### src/e2q_pkg.sv
`timescale 1ns / 1ps
`default_nettype none
// ----------------------------------------------------------------------------
// e2q_pkg
// shared types, constants and the arctangent table for the euler to
// quaternion unit
// ----------------------------------------------------------------------------
package e2q_pkg;

    localparam int ANGLE_WIDTH       = 16;
    localparam int QUAT_WIDTH        = 16;
    localparam int CORDIC_STAGES_DEF = 14;
    localparam int TRIG_WIDTH        = 32;
    localparam int HALF_SHIFT        = 32 - ANGLE_WIDTH;
    localparam int QUEUE_DEPTH       = 4;
    localparam int QPTR_WIDTH        = $clog2(QUEUE_DEPTH);

    localparam logic signed [33:0] HALF_PI_Q30   = 34'sd1686629713;
    localparam logic signed [33:0] PI_Q30        = 34'sd3373259426;
    localparam logic signed [31:0] INV_GAIN_Q30  = 32'sd652032874;

    typedef struct packed {
        logic signed [ANGLE_WIDTH-1:0] roll_angle;
        logic signed [ANGLE_WIDTH-1:0] pitch_angle;
        logic signed [ANGLE_WIDTH-1:0] yaw_angle;
    } angles_t;

    typedef struct packed {
        logic signed [QUAT_WIDTH-1:0] quat_w;
        logic signed [QUAT_WIDTH-1:0] quat_x;
        logic signed [QUAT_WIDTH-1:0] quat_y;
        logic signed [QUAT_WIDTH-1:0] quat_z;
    } quat_t;

    typedef struct packed {
        logic signed [TRIG_WIDTH-1:0] sr;
        logic signed [TRIG_WIDTH-1:0] cr;
        logic signed [TRIG_WIDTH-1:0] sp;
        logic signed [TRIG_WIDTH-1:0] cp;
        logic signed [TRIG_WIDTH-1:0] sy;
        logic signed [TRIG_WIDTH-1:0] cy;
    } trig_t;

    typedef struct packed {
        logic full;
        logic empty;
        logic push;
        logic pop;
    } q_stat_t;

    function automatic logic signed [31:0] atan_q30(input int i);
        logic signed [31:0] a;
        case (i)
            0:  a = 32'sd843314856;
            1:  a = 32'sd497837829;
            2:  a = 32'sd263043836;
            3:  a = 32'sd133525158;
            4:  a = 32'sd67021686;
            5:  a = 32'sd33543515;
            6:  a = 32'sd16775850;
            7:  a = 32'sd8388437;
            8:  a = 32'sd4194282;
            9:  a = 32'sd2097149;
            10: a = 32'sd1048575;
            11: a = 32'sd524287;
            12: a = 32'sd262143;
            13: a = 32'sd131071;
            14: a = 32'sd65535;
            15: a = 32'sd32767;
            16: a = 32'sd16383;
            17: a = 32'sd8191;
            18: a = 32'sd4095;
            19: a = 32'sd2047;
            20: a = 32'sd1023;
            21: a = 32'sd511;
            22: a = 32'sd255;
            23: a = 32'sd127;
            24: a = 32'sd63;
            25: a = 32'sd31;
            26: a = 32'sd15;
            27: a = 32'sd7;
            28: a = 32'sd3;
            29: a = 32'sd1;
            default: a = 32'sd0;
        endcase
        return a;
    endfunction

endpackage
`default_nettype wire

### src/e2q_queue.sv
`timescale 1ns / 1ps
`default_nettype none
// ----------------------------------------------------------------------------
// e2q_queue
// short queue of sine and cosine sets between front and back
// ----------------------------------------------------------------------------
module e2q_queue
    import e2q_pkg::*;
(
    input  wire logic  aclk,
    input  wire logic  aresetn,
    input  wire logic  push,
    input  wire trig_t wr_data,
    input  wire logic  pop,
    output trig_t      rd_data,
    output q_stat_t    stat
);

    trig_t                 mem [0:QUEUE_DEPTH-1];
    logic [QPTR_WIDTH-1:0] wr_ptr_reg;
    logic [QPTR_WIDTH-1:0] rd_ptr_reg;
    logic [QPTR_WIDTH:0]   count_reg;
    logic                  do_push;
    logic                  do_pop;

    assign stat.full  = (count_reg == (QPTR_WIDTH+1)'(QUEUE_DEPTH));
    assign stat.empty = (count_reg == '0);
    assign do_push    = push && !stat.full;
    assign do_pop     = pop && !stat.empty;
    assign stat.push  = push;
    assign stat.pop   = pop;
    assign rd_data    = mem[rd_ptr_reg];

    always_ff @(posedge aclk) begin
        if (do_push) begin
            mem[wr_ptr_reg] <= wr_data;
        end
    end

    always_ff @(posedge aclk) begin
        if (!aresetn) begin
            wr_ptr_reg <= '0;
            rd_ptr_reg <= '0;
            count_reg  <= '0;
        end else begin
            if (do_push) begin
                wr_ptr_reg <= wr_ptr_reg + 1'b1;
            end
            if (do_pop) begin
                rd_ptr_reg <= rd_ptr_reg + 1'b1;
            end
            if (do_push && !do_pop) begin
                count_reg <= count_reg + 1'b1;
            end else if (do_pop && !do_push) begin
                count_reg <= count_reg - 1'b1;
            end
        end
    end

endmodule
`default_nettype wire

### config.mk
export PLATFORM = sky130hd
export DESIGN_NAME = e2q_queue
export DESIGN_NICKNAME = d
export VERILOG_FILES = /design/src/e2q_pkg.sv /design/src/e2q_queue.sv
export SDC_FILE = /design/constraint.sdc
export NUM_CORES = 1
export LEC_CHECK = 0
export BUFFER_PORTS_ARGS = -buffer_cell sky130_fd_sc_hd__clkbuf_2
export CORE_ASPECT_RATIO = 0.9
export CORE_UTILIZATION = 50
export DETAILED_ROUTE_END_ITERATION = 8
export PLACE_DENSITY = 0.81
export SETUP_SLACK_MARGIN = 0.3
export SKIP_CTS_REPAIR_TIMING = 1
export SLEW_MARGIN = 5
export SYNTH_ARGS = -nofsm -noshare
export SYNTH_HDL_FRONTEND = slang
export SYNTH_SLANG_ARGS = --single-unit
export TNS_END_PERCENT = 1
### constraint.sdc
create_clock -name aclk -period 10.2 [get_ports aclk]
set_clock_uncertainty 0.15 [all_clocks]
set_input_delay 0.51 -clock aclk [delete_from_list [all_inputs] [get_ports aclk]]
set_output_delay 0.51 -clock aclk [all_outputs]
set_load 0.03 [all_outputs]
==> results of run 1 <==
routing by layer:
metal	track usage, %	part of all wire [%]
met1	24.3	37
met2	30.8	52
met3	6.50	8.0
met4	5.93	2.9
met5	0	0.021
worst max-delay path: cells and delay by family (launching register included):
| family | cells | cell delay, ps |
|---|---|---|
| muxes | 1 | 670 |
| DFF | 1 | 1020 |
| buffers and inverters | 2 | 1040 |
Yosys cell counts:
library cell	n	area share (%)
sky130_fd_sc_hd__buf_4	3	0.079
sky130_fd_sc_hd__or3_1	1	0.022
sky130_fd_sc_hd__buf_12	20	1.4
sky130_fd_sc_hd__edfxtp_1	768	81
sky130_fd_sc_hd__buf_6	1	0.040
sky130_fd_sc_hd__nor3_1	1	0.018
sky130_fd_sc_hd__a21boi_0	1	0.026
sky130_fd_sc_hd__xnor2_1	3	0.093
sky130_fd_sc_hd__inv_1	3	0.040
sky130_fd_sc_hd__o21ai_0	1	0.018
sky130_fd_sc_hd__ha_1	5	0.22
sky130_fd_sc_hd__nor2b_1	2	0.044
sky130_fd_sc_hd__nor3b_1	1	0.026
sky130_fd_sc_hd__fa_1	1	0.071
sky130_fd_sc_hd__xor2_1	1	0.031
sky130_fd_sc_hd__o311ai_0	1	0.031
sky130_fd_sc_hd__mux2i_1	3	0.11
sky130_fd_sc_hd__and2_1	8	0.18
sky130_fd_sc_hd__dfxtp_1	9	0.63
sky130_fd_sc_hd__buf_2	18	0.32
sky130_fd_sc_hd__o31ai_1	1	0.026
sky130_fd_sc_hd__nand2_1	4	0.053
sky130_fd_sc_hd__mux4_2	192	15
sky130_fd_sc_hd__clkbuf_1	5	0.066
power breakdown:
group	total [W]	internal (W)	switching, W
Clock	0.00279	0.00163	0.00117
Combinational	0.00250	0.000920	0.00158
Sequential	0.00404	0.00388	0.000159
Total	0.00934	0.00643	0.00291
final cells by class:
| type | count | area [um^2] |
|---|---|---|
| diodes | 6 | 15.0 |
| clock buffers | 92 | 2030 |
| clock inverters | 49 | 464 |
| fillers | 3541 | 20600 |
| inverters | 3 | 11.3 |
| multi-input cells | 226 | 4610 |
| flip-flops and latches | 777 | 23200 |
| well taps | 756 | 946 |
| repair buffers | 598 | 4000 |
kinds of logic (layout without fill, tap and decap cells):
kind of cell	Yosys count	in the layout	share of synthesized area [%]
other	0	6	0
AOI/OAI and AO/OA	4	4	0.101
xor gates and xnor gates	4	4	0.123
muxes	195	195	15.3
buffers and inverters	50	742	1.95
and+or+nand+nor	17	17	0.339
adders and majority gates	6	6	0.291
DFF	777	777	81.9
worst max path at each step:
| stage | slack (ps) | depth (start not counted) | to | from |
|---|---|---|---|---|
| 2_1_floorplan | 4070 | 4 | mem[0][0] | count_reg[0] |
| 3_3_place_gp | 6320 | 5 | mem[1][21] | push |
| 3_5_place_dp | 6300 | 5 | mem[1][21] | push |
| 4_1_cts | 6010 | 3 | rd_data[28] | flip-flop |
| 5_1_grt | 5800 | 3 | rd_data[24] | flip-flop |
| 6_report | 6120 | 3 | rd_data[28] | flip-flop |
metrics by stage:
step	power [W]	setup slack, ps	util (%)	hold WS, ps
2_1_floorplan	0.00601	4070	-	318
3_3_place_gp	0.00648	6320	55.3	328
5_1_grt	0.00966	5800	63.2	8.47
6_report	0.00934	6120	63.2	35.4
3_5_place_dp	0.00652	6300	55.3	354
4_1_cts	0.00931	6010	59.7	-76.0
==> summary.md, run 1 <==
The run gives 57,700 um^2 as the area of the die. Including well taps, the total number of placed cells is 2,169. Based on the critical path, the design can be clocked at up to 245 MHz. The number of antenna violations at the first check in global routing is 6. The run finished with clean final reports. For this block, the via count after detailed routing is 13,774.

CTS sink count: 777. The ratio of routed vias to standard cells came out at 5.49. Dividing total power by cell area gives a power density of 264 nW/um^2. The actual slew at the worst max-slew pin is 1090 ps, and the share of the clock period used by the worst path after layout is 40.0%. The logs give 24 for the number of unique standard cell types used by synthesis and 600 ps for the clock insertion delay at the later pin of the skew report. During placement, the flow inserted port buffers numbering 391. Type of the most critical hold path: primary input to flip-flop. The worst register-to-register path begins at count_reg[0].

Once placement finished, the instance area stood at 30,900 um^2. The worst register-to-register path ends at mem[0][69]. The number of max-slew violations in the final report is 0.

The first detailed-routing pass took 5 iterations. The total routing resource utilization after global routing is 19.0%. Setup repair after global routing left no endpoint under its margin.

The number of non-filler instances in the completed layout is 2,507. The logs give 3420 ps for the data arrival time at the worst-slack endpoint and 27.0% for the relative slew slack. The leakage power of the design is 12.0 nW, and the synthesis-stage register bit count is 777.

Number of global-route vias before repair: 13,340. The tools report the wire length of the first global-routing pass as 81,400 um. The clock passes through at most 3 buffers. TritonCTS built the clock tree.

The minimum period implied by the final worst setup slack is 4080 ps. The class of the most critical setup path was flip-flop to output pin. The top cell types in the final layout, fill and taps aside, are 768 x sky130_fd_sc_hd__edfxtp_1, 391 x sky130_fd_sc_hd__clkbuf_2, 192 x sky130_fd_sc_hd__mux4_2.

Entering global routing, the biggest net connects 103 pins. Master of the slowest instance on the critical path: sky130_fd_sc_hd__dfxtp_4. The largest fanout on the critical path was 48. The mean instance size in the synthesized netlist is 27.0 um^2, and the number of warning messages in the yosys log is 0. Across the VDD grid, the largest voltage drop is 0.000222 V. The tool flagged a number of max-cap violations equal to 0. Walking the worst path, the cells encountered are buf_4 > mux4_2 > clkbuf_2. Of the synthesized area, sequential elements account for 81.9%.

The number of I/O pins was 392. The final count of negative-setup-slack endpoints is 0. Worst hold path startpoint: wr_data[163]. The final instance area is 35,300 um^2, and the number of core rows is 82. The run gives 0 as the total congestion overflow after global routing.

The worst setup path is captured at an output pin. The depth of the worst hold-timing path works out to 1. Counting every instance in the synthesized netlist gives 1,053. The H-tree was split into 3 levels.

The final estimated routing congestion in global placement came out at 0.737. The number of hold violations in the final report is 0, and the net count after synthesis is 1,255. In this run the vertical extent of the chip is 228 um. For the number of buffers created by CTS, the log shows 77. For this configuration, the core starts out at a cell density of 50.8%. The register with the most flip-flops in the layout has 768 of them. In the routed design, unresolved DRC markers number 0.

The fraction of final layout cells with drive strength greater than 1 was 40.7%; the synthesis-to-finish area growth was 24.4%. For the worst setup path, the data required time is 9540 ps. In this run the horizontal extent of the chip is 253 um. For this run, the post-layout net count is 1,885. Leaving out fill and tap cells, the most frequent cell in the layout is sky130_fd_sc_hd__edfxtp_1. The end of the worst hold path is mem[0][163]. After legalization and detailed placement, the total HPWL measured 31,800 um. The root buffer cell chosen for the clock tree is sky130_fd_sc_hd__clkbuf_16. Once detail routing completed, the nets flagged for antenna violations numbered 0. On the worst path, the slowest cell contributes a delay of 1020 ps. In this run the cell area of the synthesized design comes to 28,400 um^2. After detailed routing, the average wire length per cell comes to 24.4 um. The detailed router finished its first iteration with 1,009 violations. The overall routed net length is 61,200 um, and the slack of the worst reg-to-reg path is 6390 ps. After clock tree synthesis, the clock-pin slew on the worst setup and hold paths is 60 ps. The tools report the final total negative setup slack as 0 ps. The cell depth of the worst flop-to-flop path is 5. The worst setup path is launched from a flip-flop. The core area is 55,900 um^2.
No activity file was read; power rests on OpenSTA's default activity.
==> run 2, diff against run 1 <==
clock period = 4.12 ns   (was 10.2 ns; I/O delays follow)
==> run 2 against run 1 <==
Against the previous run: die area is the same; highest routed layer unchanged; clock power grew 140%; sequential share of layout area is 0.38 points lower; design area up 0.57%; combinational power grew to 2.5 times the previous value; via count is 1.4% lower; flip-flop and latch count did not move; utilization rose by 0.36 points; largest cell class unchanged; power up 150%; critical path depth unchanged; cell count is essentially flat.
==> summary.md, run 2 (synthesized netlist as in run 1, its figures left out) <==
The run gives 0 (unchanged) as the number of hold violations in the final report. The tools report the number of design-rule violations left by the first detailed-router iteration as 963 (-4.6%). The run gives 82 (unchanged) as the number of core rows. The number of buffers between clock root and the deepest sink was 3 (unchanged); the number of buffers created by CTS was 77 (unchanged). The tools report the number of I/O pins as 392 (unchanged). The worst setup path is captured at an output pin. The wire length of the first global-routing pass was 81,100 um (-0.33%). The overall routed net length is 58,700 um (-4.0%), and the number of maximum-capacitance constraint violations is 0 (unchanged).

The flip-flop count of the largest register, all copies and words added works out to 768 (unchanged). The half-perimeter wire length of the detailed placement result came out at 32,400 um (+1.8%). For the largest net degree at the start of global routing, the log shows 116 (+13%).

The relative slew slack was 43.3% (+16 points); the critical path depth was 3 (unchanged). The post-detailed-route wirelength per cell works out to 23.4 um (-4.1%). For the number of max-slew violations in the final report, the log shows 0 (unchanged). Among all stages on the critical path, the largest delay is contributed by sky130_fd_sc_hd__dfxtp_4.

Among cell families on the critical path, the largest total delay comes from flip-flops. The worst setup path is launched from a flip-flop. The leakage power of the design is 12.0 nW (+0.52%). The level count of the clock H-tree came out at 3 (unchanged). The fraction of final layout cells with drive strength greater than 1 is 41.6% (+0.87 points), and the overall die height is 228 um (unchanged). The post-place instance area is 31,100 um^2 (+0.70%). Slack of the worst reg-to-reg path: 1350 ps (-5040 ps). The tools report the worst voltage drop across the vdd grid as 0.000492 V (+120%). The tools report the critical register-to-register path endpoint as mem[1][141]. The actual slew at the worst max-slew pin is 851 ps (-244 ps). The chip width is 253 um (unchanged). The critical path in this run is classified as flip-flop to output pin. The synthesis-to-finish area growth came out at 25.1%. The run gives 0.0230 W (+150%) as the power consumption.

The tools report the clock insertion delay at the later pin of the skew report as 600 ps (about the same). The routed design could run at a clock period as short as 3010 ps. TritonCTS built the clock tree.

The destination of the critical timing path is rd_data[115]. For the final count of negative-setup-slack endpoints, the log shows 0 (unchanged). The logs give 0 (unchanged) for the total congestion overflow after global routing and 13,415 (+0.56%) for the number of global-route vias before repair.

The largest fanout on the critical path was 30 (-38%); the number of buffer and inverter stages on the critical path was 2 (unchanged). The final total negative setup slack came out at 0 ps (unchanged). Highest cell delay on the worst timing path: 780 ps (-240 ps).

The power density over cell area is 649 nW/um^2 (+150%). The run finished with clean final reports. The post-placement setup slack is 1310 ps (-4990 ps).

The clock edge transition at the registers on the reported setup and hold paths is 60 ps (about the same), and the critical path data required time is 3760 ps (-5780 ps). The number of design rule violations left after detail routing is 0 (unchanged), and the least setup slack across all paths after layout is 1110 ps (-5000 ps). The number of nets with antenna violations after detailed routing came out at 0 (unchanged). The run gives 35,500 um^2 (+0.57%) as the final instance area. The iteration count of the initial detailed-routing pass was 5 (unchanged); the CTS sink count was 777 (unchanged). Total routing resource utilization after global routing: 19.1% (+0.089 points).

The run gives 57,700 um^2 (unchanged) as the area of the die. Leaving out fill and tap cells, the most frequent cell in the layout is sky130_fd_sc_hd__edfxtp_1. The logs give 3 (-3) for the number of antenna violations at the first check in global routing and 13,583 (-1.4%) for the via count of the routed design.

The ratio of routed vias to standard cells was 5.42 (-1.4%). The number of nets in the finished design is 1,892 (+0.37%). The tools report the final estimated routing congestion in global placement as 0.755 (+2.5%). Dividing the final minimum period by the clock period gives 72.9%. The quantity of I/O buffers inserted on ports is 391 (unchanged). The logs give 50.8% (unchanged) for the initial core utilization and 333 MHz for the maximum achievable frequency.

The library cells used most frequently in the layout, excluding fill and tap cells, are 768 x sky130_fd_sc_hd__edfxtp_1, 391 x sky130_fd_sc_hd__clkbuf_2, 194 x sky130_fd_sc_hd__dlygate4sd3_1. The tools report the startpoint of the most critical register-to-register path as count_reg[0]. In this run the worst hold path is classified as primary input to flip-flop. Walking the worst path, the cells encountered are buf_4 > mux4_2 > clkbuf_2. For the core area, the log shows 55,900 um^2 (unchanged).

Cell depth of the worst flop-to-flop path: 4 (-1). Setup repair after global routing left no endpoint under its margin. Master cell of the clock root buffer: sky130_fd_sc_hd__clkbuf_16. The data arrival time at the worst-slack endpoint is 2650 ps (-770 ps).
run 2: area by class of cell:
type	count	area, um^2
flip-flops and latches	777	23200
fillers	3578	20400
multi-input cells	226	4610
repair buffers	605	4250
clock buffers	89	2010
well taps	756	946
clock inverters	47	433
diodes	5	12.5
inverters	3	11.3
run 2: power by group:
part | internal (W) | switching, W | total (W)
clock network | 0.00390 | 0.00290 | 0.00680
registers | 0.00959 | 0.000301 | 0.00990
logic | 0.00236 | 0.00398 | 0.00634
run 2: stage by stage:
step / hold WS, ps / utilization (%) / instances
after floorplan: 155 / - / 1053
after global placement: 269 / 55.7 / 2173
after detailed placement: 274 / 55.7 / 2173
after CTS: -386 / 60.0 / 2309
after global routing: 4.14 / 63.5 / 2504
final: 7.83 / 63.5 / 2508
run 2: per-layer routing:
metal | wire (um) | up-vias | track usage, % | share of wire (%)
met4 | 1340 | 4 | 5.30 | 2.3
met1 | 23200 | 7103 | 25.0 | 39
met2 | 29700 | 509 | 30.4 | 51
met3 | 4480 | 108 | 6.83 | 7.6
li1 | - | 5859 | - | -
met5 | 25 | - | 0 | 0.043
run 2: worst min-delay path by stage:
stage / startpoint / end / slack [ps] / cells after the start
after floorplan: wr_data[0] / mem[0][0] / 150 / 0
after global placement: wr_data[73] / mem[1][73] / 270 / 1
after detailed placement: wr_data[191] / mem[1][191] / 270 / 1
after CTS: wr_data[24] / mem[3][24] / -390 / 1
after global routing: push / wr_ptr_reg[1] / 4 / 3
final: push / wr_ptr_reg[1] / 8 / 3
run 2: worst min-delay path: stages:
cell and delay [ps]:
sky130_fd_sc_hd__clkbuf_2 120, sky130_fd_sc_hd__nor2b_1 230, sky130_fd_sc_hd__mux2i_1 150
==> run 3, diff against run 2 <==
clock period = 3 ns   (was 4.12 ns; I/O delays follow)
==> run 3 against run 2 <==
Against the previous run: cell count is 0.76% higher; die area stayed put; design area rose by 0.43%; critical path type unchanged; largest cell class unchanged; highest routed layer unchanged.
==> summary.md, run 3 (synthesized netlist as in run 1, its figures left out) <==
The number of design-rule violations left by the first detailed-router iteration was 912 (-5.3%); the area of the die was 57,700 um^2 (unchanged). The worst setup path is captured at an output pin. TritonCTS built the clock tree. The part of the total power dissipated in combinational logic was 28.8% (+1.3 points). The wire length on met2 was 32,400 um (+9.2%). The final total negative setup slack was 0 ps (unchanged); the iteration count of the initial detailed-routing pass was 5 (unchanged). Leaving out fill and tap cells, the most frequent cells in the layout are 768 x sky130_fd_sc_hd__edfxtp_1, 391 x sky130_fd_sc_hd__clkbuf_2, 195 x sky130_fd_sc_hd__dlygate4sd3_1. The min-delay analysis places its worst path in the category primary input to flip-flop.

For the portion of total power attributed to sequential cells, the log shows 43.2% (+0.2 points). The portion of total power attributed to the clock network was 28.0% (-1.5 points). The core area was 55,900 um^2 (unchanged). The overall routed net length is 61,100 um (+4.0%), and the synthesis-to-finish area growth is 25.6%.

The run finished with clean final reports. For the share of the core filled with cells, the log shows 63.8% (+0.27 points). CTS placed an instance of sky130_fd_sc_hd__clkbuf_16 at the clock tree root. Via count of the routed design: 13,799 (+1.6%). The quantity of I/O buffers inserted on ports is 391 (unchanged).

The total routing resource utilization after global routing was 19.7% (+0.57 points). The run gives 0 (unchanged) as the final count of negative-setup-slack endpoints. The overall die height is 228 um (unchanged), and the number of nets in the finished design is 1,921 (+1.5%). The slack of the worst reg-to-reg path was 670 ps (-680 ps). The relative slew slack is 58.0% (+15 points). The cell depth of the worst flop-to-flop path was 7 (+3).

The routed metal-1 wirelength came out at 22,700 um (-2.2%). The tools report the number of nets with antenna violations after detailed routing as 0 (unchanged). For the level count of the clock H-tree, the log shows 3 (unchanged). The chip width came out at 253 um (unchanged). The critical path data required time was 2700 ps (-1060 ps); the number of buffers between clock root and the deepest sink was 3 (unchanged). The switching share of power is 31.0% (-0.12 points). The fraction of final layout cells with drive strength greater than 1 came out at 41.5% (-0.065 points). The highest cell delay on the worst timing path came out at 630 ps (-150 ps). Largest net degree at the start of global routing: 75 (-35%). Power density over cell area: 879 nW/um^2 (+36%).

The critical path launch point type is a flip-flop. The final estimated routing congestion in global placement is 0.764 (+1.2%). The logs give 75 (-2.6%) for the number of buffers created by CTS and 0 (unchanged) for the number of hold violations in the final report. The tools report the data arrival time at the worst-slack endpoint as 2400 ps (-250 ps). The wire length of the first global-routing pass came out at 83,800 um (+3.2%). The minimum period implied by the final worst setup slack was 2700 ps.

The leakage power of the design is 12.1 nW (+0.78%), and the largest fanout on the critical path is 71 (+140%). The actual slew at the worst max-slew pin works out to 631 ps (-220 ps). The routed length on met3 is 4610 um (+2.9%).

The tools report the number of design rule violations left after detail routing as 0 (unchanged). The library cell used most frequently in the layout, excluding fill and tap cells, is sky130_fd_sc_hd__edfxtp_1. Half-perimeter wire length of the detailed placement result: 34,300 um (+5.9%). The critical register-to-register path endpoint was count_reg[2].

Routed signal wires occupy layers up through met5. The logs give 3 (unchanged) for the number of antenna violations at the first check in global routing and 371 MHz for the maximum achievable frequency. The tools report the CTS sink count as 777 (unchanged). The logs give 50.8% (unchanged) for the initial core utilization and 590 ps (about the same) for the clock insertion delay at the later pin of the skew report. The internal power was 0.0216 W (+36%). The number of global-route vias before repair was 13,852 (+3.3%).

Share of the clock period used by the worst path after layout: 89.9%. Number of core rows: 82 (unchanged). The net switching power of the design is 0.00974 W (+36%).

The tools report the startpoint of the most critical register-to-register path as count_reg[1]. The run gives 0 (unchanged) as the number of maximum-capacitance constraint violations. The post-detailed-route wirelength per cell came out at 24.2 um (+3.2%). The class of the most critical setup path is flip-flop to output pin. The clock edge transition at the registers on the reported setup and hold paths works out to 60 ps (about the same). The ratio of routed vias to standard cells came out at 5.46 (+0.83%). The path with the worst hold slack has its endpoint at mem[1][189]. Setup repair after global routing could not meet its margin everywhere.

Worst voltage drop across the vdd grid: 0.000646 V (+31%). The run gives 0 (unchanged) as the total congestion overflow after global routing. Among all stages on the critical path, the largest delay is contributed by sky130_fd_sc_hd__mux4_2. The signal on the critical path passes through buf_16 > mux4_2 > clkbuf_2. The flip-flop count of the largest register, all copies and words added came out at 768 (unchanged). The startpoint identified for the worst hold timing path is wr_data[189]. The run gives 392 (unchanged) as the number of I/O pins.

Depth of the worst hold-timing path: 2 (-1). The total of fill cells in the finished design was 3,526 (-1.5%). The run gives 0 (unchanged) as the number of max-slew violations in the final report.
[run 3: how the worst max path moves through the flow]
| stage | startpoint | to | slack [ps] | cells after the start |
|---|---|---|---|---|
| global placement | count_reg[1] | count_reg[2] | 730 | 7 |
| floorplan | count_reg[2] | mem[0][0] | 260 | 4 |
| CTS | flip-flop | rd_data[83] | 200 | 4 |
| global route | flip-flop | rd_data[191] | 180 | 3 |
| detailed placement | count_reg[1] | count_reg[2] | 670 | 7 |
| finish | flip-flop | rd_data[191] | 300 | 3 |
[run 3: stage by stage]
| step | power (W) | hold slack, ps | cells | cell area [um^2] | setup WS (ps) |
|---|---|---|---|---|---|
| after floorplan | 0.0203 | 98.9 | 1053 | 28400 | 260 |
| after global placement | 0.0223 | 212 | 2202 | 31400 | 730 |
| after detailed placement | 0.0225 | 220 | 2202 | 31400 | 673 |
| after CTS | 0.0313 | -427 | 2329 | 33700 | 198 |
| after global routing | 0.0325 | 137 | 2526 | 35700 | 176 |
| final | 0.0314 | 167 | 2527 | 35700 | 304 |
[run 3: area by class of cell]
| class | instances | area, um^2 | share of cell area (%) |
|---|---|---|---|
| antenna | 2 | 5.00 | 0.0140 |
| clock buffer | 100 | 2010 | 5.64 |
| clock inverter | 27 | 233 | 0.652 |
| inverter | 3 | 11.3 | 0.0316 |
| multi-input combinational | 226 | 4620 | 12.9 |
| sequential | 777 | 23300 | 65.2 |
| tap | 756 | 946 | 2.65 |
| timing repair buffer | 636 | 4600 | 12.9 |
[run 3: worst max-delay path, delay by kind of cell, from the launching register on]
kind	cells	cell delay [ps]
mux	1	630
buf+inv	2	570
flops	1	430
[run 3: metal layers]
metal	track usage, %	vias to the layer above
met5	0	-
met3	5.86	104
met1	24.2	7216
met4	6.61	4
li1	-	5902
met2	33.2	573
[run 3: power by group through the flow]
| stage | Sequential (W) | Combinational [W] | Clock, W |
|---|---|---|---|
| after floorplan | 0.0136 | 0.00667 | 0 |
| after global placement | 0.0136 | 0.00867 | 0 |
| after detailed placement | 0.0137 | 0.00874 | 0 |
| after CTS | 0.0135 | 0.00882 | 0.00893 |
| after global routing | 0.0136 | 0.00950 | 0.00938 |
| final | 0.0135 | 0.00903 | 0.00880 |
